## config.mk

```make
export PLATFORM = sky130hd
export DESIGN_NAME = lhr_child
export DESIGN_NICKNAME = d
export VERILOG_FILES = /design/src/rtl/core/loop_halfedge_refine_assert.svh /design/src/rtl/core/lhr_pkg.sv /design/src/rtl/core/lhr_child.sv
export SDC_FILE = /design/constraint.sdc
export NUM_CORES = 1
export LEC_CHECK = 0
export BUFFER_PORTS_ARGS = -buffer_cell sky130_fd_sc_hd__buf_2
export CAP_MARGIN = 10
export CORE_ASPECT_RATIO = 0.5
export CORE_MARGIN = 2
export CORE_UTILIZATION = 58
export DETAILED_ROUTE_END_ITERATION = 12
export PLACE_DENSITY = 0.83
export SLEW_MARGIN = 25
export SYNTH_ARGS = -nofsm -noshare
export SYNTH_HDL_FRONTEND = slang
export SYNTH_SLANG_ARGS = --single-unit
```

## constraint.sdc

```tcl
create_clock -name vclk -period 11.4
set_input_delay 1.14 -clock vclk [all_inputs]
set_output_delay 1.14 -clock vclk [all_outputs]
set_load 0.01 [all_outputs]
```

## src/rtl/core/loop_halfedge_refine_assert.svh

```systemverilog
// ----------------------------------------------------------------------------
// Assertion macros for the halfedge refinement block
// Implication and next-cycle implication checks, clocked and reset-qualified.
// ----------------------------------------------------------------------------
`ifndef LOOP_HALFEDGE_REFINE_ASSERT_SVH
`define LOOP_HALFEDGE_REFINE_ASSERT_SVH

`ifndef SYNTH
`define LHR_ASSERT_IMP(lbl, ck, rs, ante, cons, msg) \
  lbl: assert property (@(posedge ck) disable iff (rs) (ante) |-> (cons)) else $error(msg);
`define LHR_ASSERT_NXT(lbl, ck, rs, ante, cons, msg) \
  lbl: assert property (@(posedge ck) disable iff (rs) (ante) |=> (cons)) else $error(msg);
`else
`define LHR_ASSERT_IMP(lbl, ck, rs, ante, cons, msg)
`define LHR_ASSERT_NXT(lbl, ck, rs, ante, cons, msg)
`endif

`endif

```

## src/rtl/core/lhr_pkg.sv

```systemverilog
// ----------------------------------------------------------------------------
// Halfedge refinement package
// Shared types, codes and small arithmetic helpers.
// ----------------------------------------------------------------------------
package lhr_pkg;

  localparam int CFG_IDX_W = 2;
  localparam int CFG_W     = 13;

  localparam logic KIND_LOAD   = 1'b0;
  localparam logic KIND_REFINE = 1'b1;

  localparam logic [CFG_IDX_W-1:0] REG_HALFEDGE_COUNT = 2'd0;
  localparam logic [CFG_IDX_W-1:0] REG_VERTEX_COUNT   = 2'd1;
  localparam logic [CFG_IDX_W-1:0] REG_EDGE_COUNT     = 2'd2;

  localparam logic [1:0] SLOT_CORNER0 = 2'd0;
  localparam logic [1:0] SLOT_CORNER1 = 2'd1;
  localparam logic [1:0] SLOT_CORNER2 = 2'd2;
  localparam logic [1:0] SLOT_INNER   = 2'd3;

  // Quotient by three of a 12-bit value: (x * 2731) >> 13 is exact below 4096.
  localparam int DIV3_MUL   = 2731;
  localparam int DIV3_SHIFT = 13;
  localparam int DIV3_PW    = 24;

  typedef struct packed {
    logic [12:0] twin;
    logic [11:0] vertex;
    logic [11:0] edge_id;
  } entry_t;

  typedef struct packed {
    logic [11:0] h;
    logic [1:0]  hr;
    logic [10:0] hq;
    logic [12:0] p;
    logic        h_ok;
    logic        p_ok;
  } ctx_t;

  typedef struct packed {
    logic [13:0] idx;
    logic [14:0] twin;
    logic [13:0] nxt;
    logic [13:0] prv;
    logic [12:0] vertex;
    logic [13:0] edge_id;
    logic [12:0] face;
    logic        last;
  } child_t;

  // Residue modulo three by summing base-4 digits, since 4 is 1 modulo 3.
  function automatic logic [1:0] mod3_12(input logic [11:0] x);
    logic [4:0] s;
    logic [2:0] s2;
    logic [2:0] s3;
    s = '0;
    for (int i = 0; i < 6; i++) begin
      s = s + 5'(x[2*i +: 2]);
    end
    s2 = 3'(s[1:0]) + 3'(s[3:2]) + 3'(s[4]);
    s3 = 3'(s2[1:0]) + 3'(s2[2]);
    return (s3 >= 3'd3) ? 2'(s3 - 3'd3) : s3[1:0];
  endfunction

endpackage

```

## src/rtl/core/lhr_child.sv

```systemverilog
// ----------------------------------------------------------------------------
// Child halfedge generator
// Builds one of the four child halfedges of a refined halfedge per slot.
// ----------------------------------------------------------------------------
module lhr_child (
  input  lhr_pkg::ctx_t   ctx,
  input  lhr_pkg::entry_t ent_h,
  input  lhr_pkg::entry_t ent_p,
  input  logic [12:0]     halfedge_count,
  input  logic [12:0]     vertex_count,
  input  logic [12:0]     edge_count,
  input  logic [1:0]      slot,
  output lhr_pkg::child_t child
);

  lhr_pkg::entry_t    eh;
  lhr_pkg::entry_t    ep;
  logic signed [14:0] t15;
  logic signed [14:0] tp15;
  logic signed [14:0] h15;
  logic signed [14:0] p15;
  logic signed [14:0] t3;
  logic signed [14:0] tp3;
  logic signed [14:0] t0;
  logic [1:0]         tr;
  logic               c0;
  logic               c2;
  logic [13:0]        b;
  logic [14:0]        h3;
  logic [14:0]        tw1;
  logic [12:0]        nh;
  logic [13:0]        b4n;
  logic [13:0]        b4p;
  logic [12:0]        vh;
  logic [12:0]        vp;
  logic [13:0]        e2h;
  logic [13:0]        edge0;
  logic [13:0]        edge2;
  logic [12:0]        face_h;
  logic [12:0]        face3;

  always_comb begin
    eh = ctx.h_ok ? ent_h : '0;
    ep = ctx.p_ok ? ent_p : '0;

    t15  = {{2{eh.twin[12]}}, eh.twin};
    tp15 = {{2{ep.twin[12]}}, ep.twin};
    h15  = $signed({3'b000, ctx.h});
    p15  = $signed({2'b00, ctx.p});
    t3   = (t15 <<< 1) + t15;
    tp3  = (tp15 <<< 1) + tp15;
    tr   = lhr_pkg::mod3_12(eh.twin[11:0]);
    t0   = t15[14] ? t3 + 15'sd2 : ((tr == 2'd2) ? t3 - 15'sd4 : t3 + 15'sd5);
    c0   = (h15 > t15) ? 1'b0 : 1'b1;
    c2   = (p15 > tp15) ? 1'b1 : 1'b0;

    b    = ({2'b00, ctx.h} << 1) + {2'b00, ctx.h};
    h3   = ({2'b00, halfedge_count} << 1) + {2'b00, halfedge_count};
    tw1  = h3 + {3'b000, ctx.h};
    nh   = (ctx.hr == 2'd2) ? {1'b0, ctx.h} - 13'd2 : {1'b0, ctx.h} + 13'd1;
    b4n  = h3[13:0] + {1'b0, nh};
    b4p  = h3[13:0] + {1'b0, ctx.p};
    vh   = vertex_count + {1'b0, eh.edge_id};
    vp   = vertex_count + {1'b0, ep.edge_id};
    e2h  = {edge_count, 1'b0} + {2'b00, ctx.h};
    edge0  = {1'b0, eh.edge_id, c0};
    edge2  = {1'b0, ep.edge_id, c2};
    face_h = {1'b0, ctx.h};
    face3  = halfedge_count + {2'b00, ctx.hq};

    case (slot)
      lhr_pkg::SLOT_CORNER0: begin
        child = '{idx: b, twin: t0, nxt: b + 14'd1, prv: b + 14'd2,
                  vertex: {1'b0, eh.vertex}, edge_id: edge0, face: face_h, last: 1'b0};
      end
      lhr_pkg::SLOT_CORNER1: begin
        child = '{idx: b + 14'd1, twin: tw1, nxt: b + 14'd2, prv: b,
                  vertex: vh, edge_id: e2h, face: face_h, last: 1'b0};
      end
      lhr_pkg::SLOT_CORNER2: begin
        child = '{idx: b + 14'd2, twin: tp3, nxt: b, prv: b + 14'd1,
                  vertex: vp, edge_id: edge2, face: face_h, last: 1'b0};
      end
      lhr_pkg::SLOT_INNER: begin
        child = '{idx: tw1[13:0], twin: {1'b0, b + 14'd1}, nxt: b4n, prv: b4p,
                  vertex: vp, edge_id: e2h, face: face3, last: 1'b1};
      end
      default: begin
        child = '0;
      end
    endcase
  end

endmodule

```

==> results of run 1 <==
per-stage QoR:
| stage | utilization, % | hold WS [ns] |
|---|---|---|
| after detailed placement | 66.5 | 2.61 |
| final | 66.5 | 2.61 |
| after floorplan | - | 2.43 |
| after global placement | 66.5 | 2.60 |
| after CTS | 66.5 | 2.61 |
| after global routing | 66.5 | 2.63 |
metal layers:
layer	share of wire [%]	wire (µm)	track usage, %
met5	0	0	0
met4	2.9	1200	11.8
met3	12	5010	6.42
met2	43	18100	66.5
met1	42	17500	55.0
cell usage after synthesis, types with 23 or more instances:
library cell  count
ha_1            187
clkbuf_1         48
xor2_1           64
xnor2_1          94
nand2_1         152
and2_1           38
nor2_1          114
inv_1            86
a21oi_1         138
o211ai_1         28
o21a_1           23
nand3_1          38
nor2b_1          25
a21o_1           35
nor3_1           33
o21ai_0         123
final cells by class:
class	count	area (µm²)	area share (%)
inverters	89	334	2.73
multi-input cells	1423	10300	84.4
well taps	240	300	2.45
repair buffers	250	1280	10.4
placed cells by master, fill, tap and decap left out, types with 25 or more instances in the layout:
cell | synthesis | routed
ha_1 | 187 | 187
o21ai_0 | 123 | 123
buf_2 | 2 | 240
xnor2_1 | 94 | 94
nor3_1 | 33 | 33
and2_1 | 38 | 38
nand2_1 | 152 | 151
nand3_1 | 38 | 38
inv_1 | 86 | 86
o211ai_1 | 28 | 28
nor2_1 | 114 | 114
a21o_1 | 35 | 35
xor2_1 | 64 | 64
nor2b_1 | 25 | 25
a21oi_1 | 138 | 138
critical path: cells and delay by family:
kind            cells  cell delay, ns
simple gates        6            1.84
buf+inv             6            0.83
compound gates      4            0.98
xor+xnor            1            0.22
fa+ha+maj           8            3.37
how the worst max path moves through the flow:
stage	slack [ns]	startpoint	endpoint
floorplan	2.60	ctx[1]	child[80]
global placement	2.07	ctx[1]	child[80]
detailed placement	1.95	ctx[1]	child[80]
CTS	1.93	ctx[1]	child[80]
global route	1.45	ctx[1]	child[80]
finish	1.86	ctx[1]	child[80]
cells by family after synthesis:
group	after synthesis
AO/OA/AOI/OAI	534
AND/OR/NAND/NOR	507
adder cells (fa/ha/maj)	207
XOR/XNOR	159
buffers and inverters	150
multiplexers	16
power groups by stage:
stage               Sequential (µW)  Combinational [µW]  Clock [µW]
floorplan                         0                 777           0
global placement                  0                1110           0
global route                      0                1270           0
CTS                               0                1140           0
finish                            0                1180           0
detailed placement                0                1140           0
==> flow_summary_export.csv, run 1 <==
group,metric,value,unit
floorplan,dieArea,20000,µm²
critical_path,cp-start-kind,"primary input",
floorplan,row_count,35,
critical_path,path_common_cell,"fa_1",
layout,design_area,12200,µm²
pwr,seqPwrFrac,0,%
global_route,grtUsageTotal,40.5,%
critical_path,crit_path_end_kind,"primary output",
routing,totalWireLength,41.8,mm
synthesis,syn-instance-count,1573,
synthesis,synth.avg_cell_area,6.93,µm²
hold_path,min_path_type,"in2out",
pwr,p_comb_share,100.0,%
routing,antenna_left,0,
layout,area_growth,12.3,%
critical_path,cpMaxStageDelayCell,"fa_1",
synthesis,synth_top_area_cell,"ha_1",
global_route,overflow,0,
routing,first_pass_iters,6,
critical_path,cp_max_fo,30,
run,maxCapViolCount,0,
sta,fmax,105,MHz
synthesis,yosys.area.top_type_share,21.5,%
synthesis,synth-adder-area-share,25.1,%
floorplan,io_pins,253,
cts,postCtsSetupBuffers,0,
global_route,antenna_found_initial,2,
place,place.detailed.hpwl,34.2,mm
routing,wl_per_cell,20.9,µm
routing,drc,0,
synthesis,synth.area.top_cells,"ha_1 (21%), xnor2_1 (7.6%), a21oi_1 (6.3%)",
synthesis,synth.mux.area_fraction,1.81,%
pwr,pwr-share-clk,0,%
layout,final-seq-area,0,µm²
sta,final_hold_viol_count,0,
floorplan,initial_core_util,59.2,%
sta,max_slew_margin,33.5,%
layout,antenna_cells,0,
hold_path,worstHoldPathCells,4,
critical_path,crit_type,"in2out",
floorplan,core,18400,µm²
global_route,grt_max_degree,86,
place,placed_cell_area,12200,µm²
sta,finalCriticalPeriod,9.54,ns
layout,n_clock_buffer,0,
pwr,p_leak,0.00592,µW
place,gp_congestion,1.03,
synthesis,syn_area,10900,µm²
sta,final.setup.tns,0,ns
pwr,ir_drop,0.108,mV
sta,tightest_slew,0.991,ns
synthesis,synth_top_family_by_area,"compound AO/OA/AOI/OAI gates",
hold_path,hold_start,"ent_h[14]",
synthesis,yosysSeqAreaShare,0,%
critical_path,critical_path.max_stage_delay,0.56,ns
synthesis,synth.net_count,1935,
hold_path,min_to,"child[30]",
routing,vias_per_cell,6.51,
layout,fill_cells,1698,
pwr,p_sw_share,62.5,%
layout,final_nets,2126,
synthesis,synth-simple-area-share,23.0,%
pwr,p_int,441,µW
cts,cts_hold_buffers,0,
layout,drive_gt1_share,16.2,%
critical_path,crit_arrival,8.40,ns
global_route,grt_pass1_vias,11952,
sta,period_share,83.7,%
synthesis,synth-compound-area-share,31.9,%
sta,maxSlewViolCount,0,
pwr,switching_power,735,µW
sta,setup_viol,0,
outcome,status,"completed",
place,pre_cts_ws,1.95,ns
sta,fin_ws,1.86,ns
layout,seq_cells,0,
pwr,power,1180,µW
synthesis,synth_cell_types,85,
layout,final_cell_count_no_fill,2002,
place,dp_cells,2002,
synthesis,synthXorXnorAreaFrac,12.8,%
floorplan,die_w,198,µm
floorplan,die_y,101,µm
global_route,grt_pass1_wl,63.9,mm
routing,detail_route.iter0.violations,1233,
routing,vias,13042,
place,port_buffers,241,
critical_path,critPathRequiredTime,10.26,ns
synthesis,yosysWarningCount,0,
pwr,power.density,96.1,nW/µm²
sta,rsz0062_at_grt,"false",
cts,ctsResizeCount,0,
No activity file was read; power rests on OpenSTA's default activity.
==> inputs of run 2 (changes only) <==
- clock period: 11.4 -> 9.94 ns (I/O delays scaled with it)
==> flow_summary_export.csv, run 2 (same netlist as run 1, synthesis figures left out) <==
group,metric,value,unit
sta,fmax,110,MHz
critical_path,crit_type,"in2out",
critical_path,crit_path_end_kind,"primary output",
sta,maxSlewViolCount,0,
run,maxCapViolCount,0,
routing,vias_per_cell,6.51,
place,place.detailed.hpwl,34.4,mm
sta,setup_viol,0,
floorplan,row_count,35,
routing,vias,13046,
layout,final_nets,2127,
hold_path,hold_start,"ent_h[14]",
global_route,antenna_found_initial,1,
layout,final_common_cell,"buf_2",
cts,cts_hold_buffers,0,
sta,max_slew_margin,31.7,%
critical_path,cp_max_fo,30,
place,gp_congestion,1.02,
sta,period_share,91.5,%
outcome,status,"completed",
critical_path,critPathRequiredTime,8.95,ns
layout,final-seq-area,0,µm²
hold_path,min_path_type,"in2out",
sta,final_hold_viol_count,0,
floorplan,initial_core_util,59.2,%
global_route,grt_max_degree,94,
layout,most-common-layout-cells,"buf_2 (240), ha_1 (187), nand2_1 (151)",
layout,n_clock_buffer,0,
floorplan,dieArea,20000,µm²
routing,totalWireLength,41.8,mm
layout,seq_cells,0,
floorplan,die_w,198,µm
global_route,grt_pass1_vias,12011,
sta,final.setup.tns,0,ns
sta,rsz0062_at_grt,"false",
routing,detail_route.iter0.violations,1092,
place,port_buffers,241,
layout,area_growth,12.4,%
floorplan,core,18400,µm²
sta,finalCriticalPeriod,9.09,ns
routing,antenna_left,0,
routing,wl_per_cell,20.9,µm
floorplan,io_pins,253,
routing,drc,0,
global_route,grtUsageTotal,40.2,%
cts,postCtsSetupBuffers,0,
cts,ctsResizeCount,0,
hold_path,worstHoldPathCells,4,
floorplan,die_y,101,µm
critical_path,cp-start-kind,"primary input",
hold_path,min_to,"child[30]",
sta,tightest_slew,1.02,ns
global_route,overflow,0,
global_route,grt_pass1_wl,63.0,mm
routing,first_pass_iters,6,
critical_path,crit_arrival,8.10,ns
layout,drive_gt1_share,16.3,%
## run 2: how the worst max path moves through the flow
stage	startpoint	endpoint	slack [ns]	depth (start not counted)
finish	ctx[1]	child[80]	0.85	26
global route	ctx[1]	child[80]	0.54	26
CTS	ctx[1]	child[80]	0.84	26
detailed placement	ctx[1]	child[80]	0.88	26
global placement	ctx[1]	child[80]	0.97	26
floorplan	ctx[1]	child[80]	1.43	26
## run 2: layer usage
metal,GRT usage (%),vias up,part of all wire [%]
met2,64.4,705,43
met1,53.0,6058,41
met3,8.77,129,13
li1,-,6154,-
met4,15.4,0,3.9
met5,0,-,0
## run 2: stage by stage
stage / area (µm²) / util, % / setup slack [ns] / hold WS, ns / instances
finish: 12200 / 66.6 / 0.849 / 2.32 / 2004
detailed placement: 12200 / 66.6 / 0.876 / 2.32 / 2003
global placement: 12200 / 66.6 / 0.971 / 2.31 / 2003
CTS: 12200 / 66.6 / 0.842 / 2.32 / 2003
global route: 12200 / 66.6 / 0.539 / 2.35 / 2003
floorplan: 10900 / - / 1.43 / 2.14 / 1573
## run 2: layout make-up
type / count / area, µm²
Antenna cell: 1 / 2.50
Inverter: 89 / 334
Multi-Input combinational cell: 1423 / 10300
Fill cell: 1692 / 6150
Timing Repair Buffer: 251 / 1280
Tap cell: 240 / 300
## run 2: critical path, stage by stage
cell	delay [ns]
buf_2	0.46
and2_1	0.27
inv_1	0.09
fa_1	0.51
inv_1	0.06
fa_1	0.49
fa_1	0.55
inv_1	0.07
fa_1	0.46
xor2_1	0.22
fa_1	0.20
inv_1	0.05
fa_1	0.37
ha_1	0.32
inv_1	0.06
fa_1	0.43
or3b_2	0.53
a21oi_1	0.35
nand3_1	0.15
nor4_1	0.30
nand3_1	0.16
o21a_1	0.22
o211a_1	0.23
nor4_1	0.27
a221o_1	0.15
buf_2	0.13
==> inputs of run 3 (changes only) <==
- CORE_UTILIZATION: 58 -> 40
- PLACE_DENSITY: 0.83 -> 0.6
==> flow_summary_export.csv, run 3 (same netlist as run 1, synthesis figures left out) <==
group,metric,value,unit
outcome,status,"completed",
global_route,overflow,0,
place,placed_cell_area,12400,µm²
cts,cts_hold_buffers,0,
global_route,grt_pass1_wl,64.4,mm
critical_path,crit_arrival,7.84,ns
sta,final.setup.tns,0,ns
global_route,antenna_found_initial,2,
routing,wl_per_cell,20.2,µm
layout,seq_cells,0,
layout,most-common-layout-cells,"buf_2 (239), ha_1 (187), nand2_1 (152)",
sta,max_slew_margin,33.7,%
floorplan,initial_core_util,41.0,%
hold_path,min_path_type,"in2out",
sta,final_hold_viol_count,0,
floorplan,row_count,42,
routing,first_pass_iters,5,
routing,vias,12548,
global_route,grtUsageTotal,28.7,%
critical_path,cp_max_fo,22,
routing,totalWireLength,42.8,mm
critical_path,critPathRequiredTime,8.95,ns
sta,fmax,113,MHz
sta,rsz0062_at_grt,"false",
layout,drive_gt1_share,16.4,%
sta,hold_slack,2.32,ns
place,port_buffers,241,
critical_path,cp-start-kind,"primary input",
layout,fill_cells,2835,
place,gp_congestion,0.986,
floorplan,dieArea,28700,µm²
sta,period_share,88.9,%
cts,ctsResizeCount,0,
floorplan,die_w,237,µm
place,place.detailed.hpwl,35.1,mm
layout,final_nets,2126,
run,maxCapViolCount,0,
floorplan,io_pins,253,
global_route,grt_max_degree,95,
global_route,grt_pass1_vias,11529,
cts,postCtsSetupBuffers,0,
floorplan,die_y,121,µm
routing,vias_per_cell,5.93,
floorplan,core,26600,µm²
sta,tightest_slew,0.995,ns
critical_path,crit_path_end_kind,"primary output",
sta,maxSlewViolCount,0,
layout,final-seq-area,0,µm²
sta,setup_viol,0,
routing,drc,0,
routing,detail_route.iter0.violations,1094,
critical_path,cpMaxStageDelayCell,"or3b_2",
hold_path,worstHoldPathCells,4,
critical_path,crit_type,"in2out",
routing,antenna_left,0,
layout,design_area,12400,µm²
layout,n_clock_buffer,0,
layout,area_growth,13.8,%
sta,finalCriticalPeriod,8.83,ns
layout,final_common_cell,"buf_2",
critical_path,critical_path.max_stage_delay,0.49,ns
[run 3: final timing paths]
kind	startpoint	to	slack, ns
max	ctx[1]	child[80]	1.11
min	ent_h[22]	child[38]	2.32
[run 3: through the flow]
step | worst slack [ns] | std cells | util [%]
floorplan | 1.43 | 1573 | -
global placement | 1.14 | 2114 | 46.6
detailed placement | 1.18 | 2114 | 46.6
CTS | 1.14 | 2114 | 46.6
global route | 0.613 | 2115 | 46.6
finish | 1.11 | 2117 | 46.6
[run 3: cell type report]
| class | instances | area, µm² | area share, % |
|---|---|---|---|
| multi-input cells | 1423 | 10300 | 83.4 |
| diodes | 3 | 7.51 | 0.0605 |
| inverters | 89 | 334 | 2.69 |
| well taps | 352 | 440 | 3.55 |
| repair buffers | 250 | 1280 | 10.3 |
[run 3: critical path, delay by kind of cell]
kind | cells | cell delay (ns)
adder cells (fa/ha/maj) | 9 | 3.00
AND/OR/NAND/NOR | 6 | 1.50
buffers and inverters | 9 | 1.08
AO/OA/AOI/OAI | 4 | 0.99
XOR/XNOR | 1 | 0.25
[run 3: routing by layer]
metal	vias to the layer above	share of wire [%]	GRT usage, %
li1	6177	-	-
met1	5762	47	41.0
met2	529	41	43.9
met3	80	7.9	3.26
met4	0	4.0	11.0
met5	-	0	0
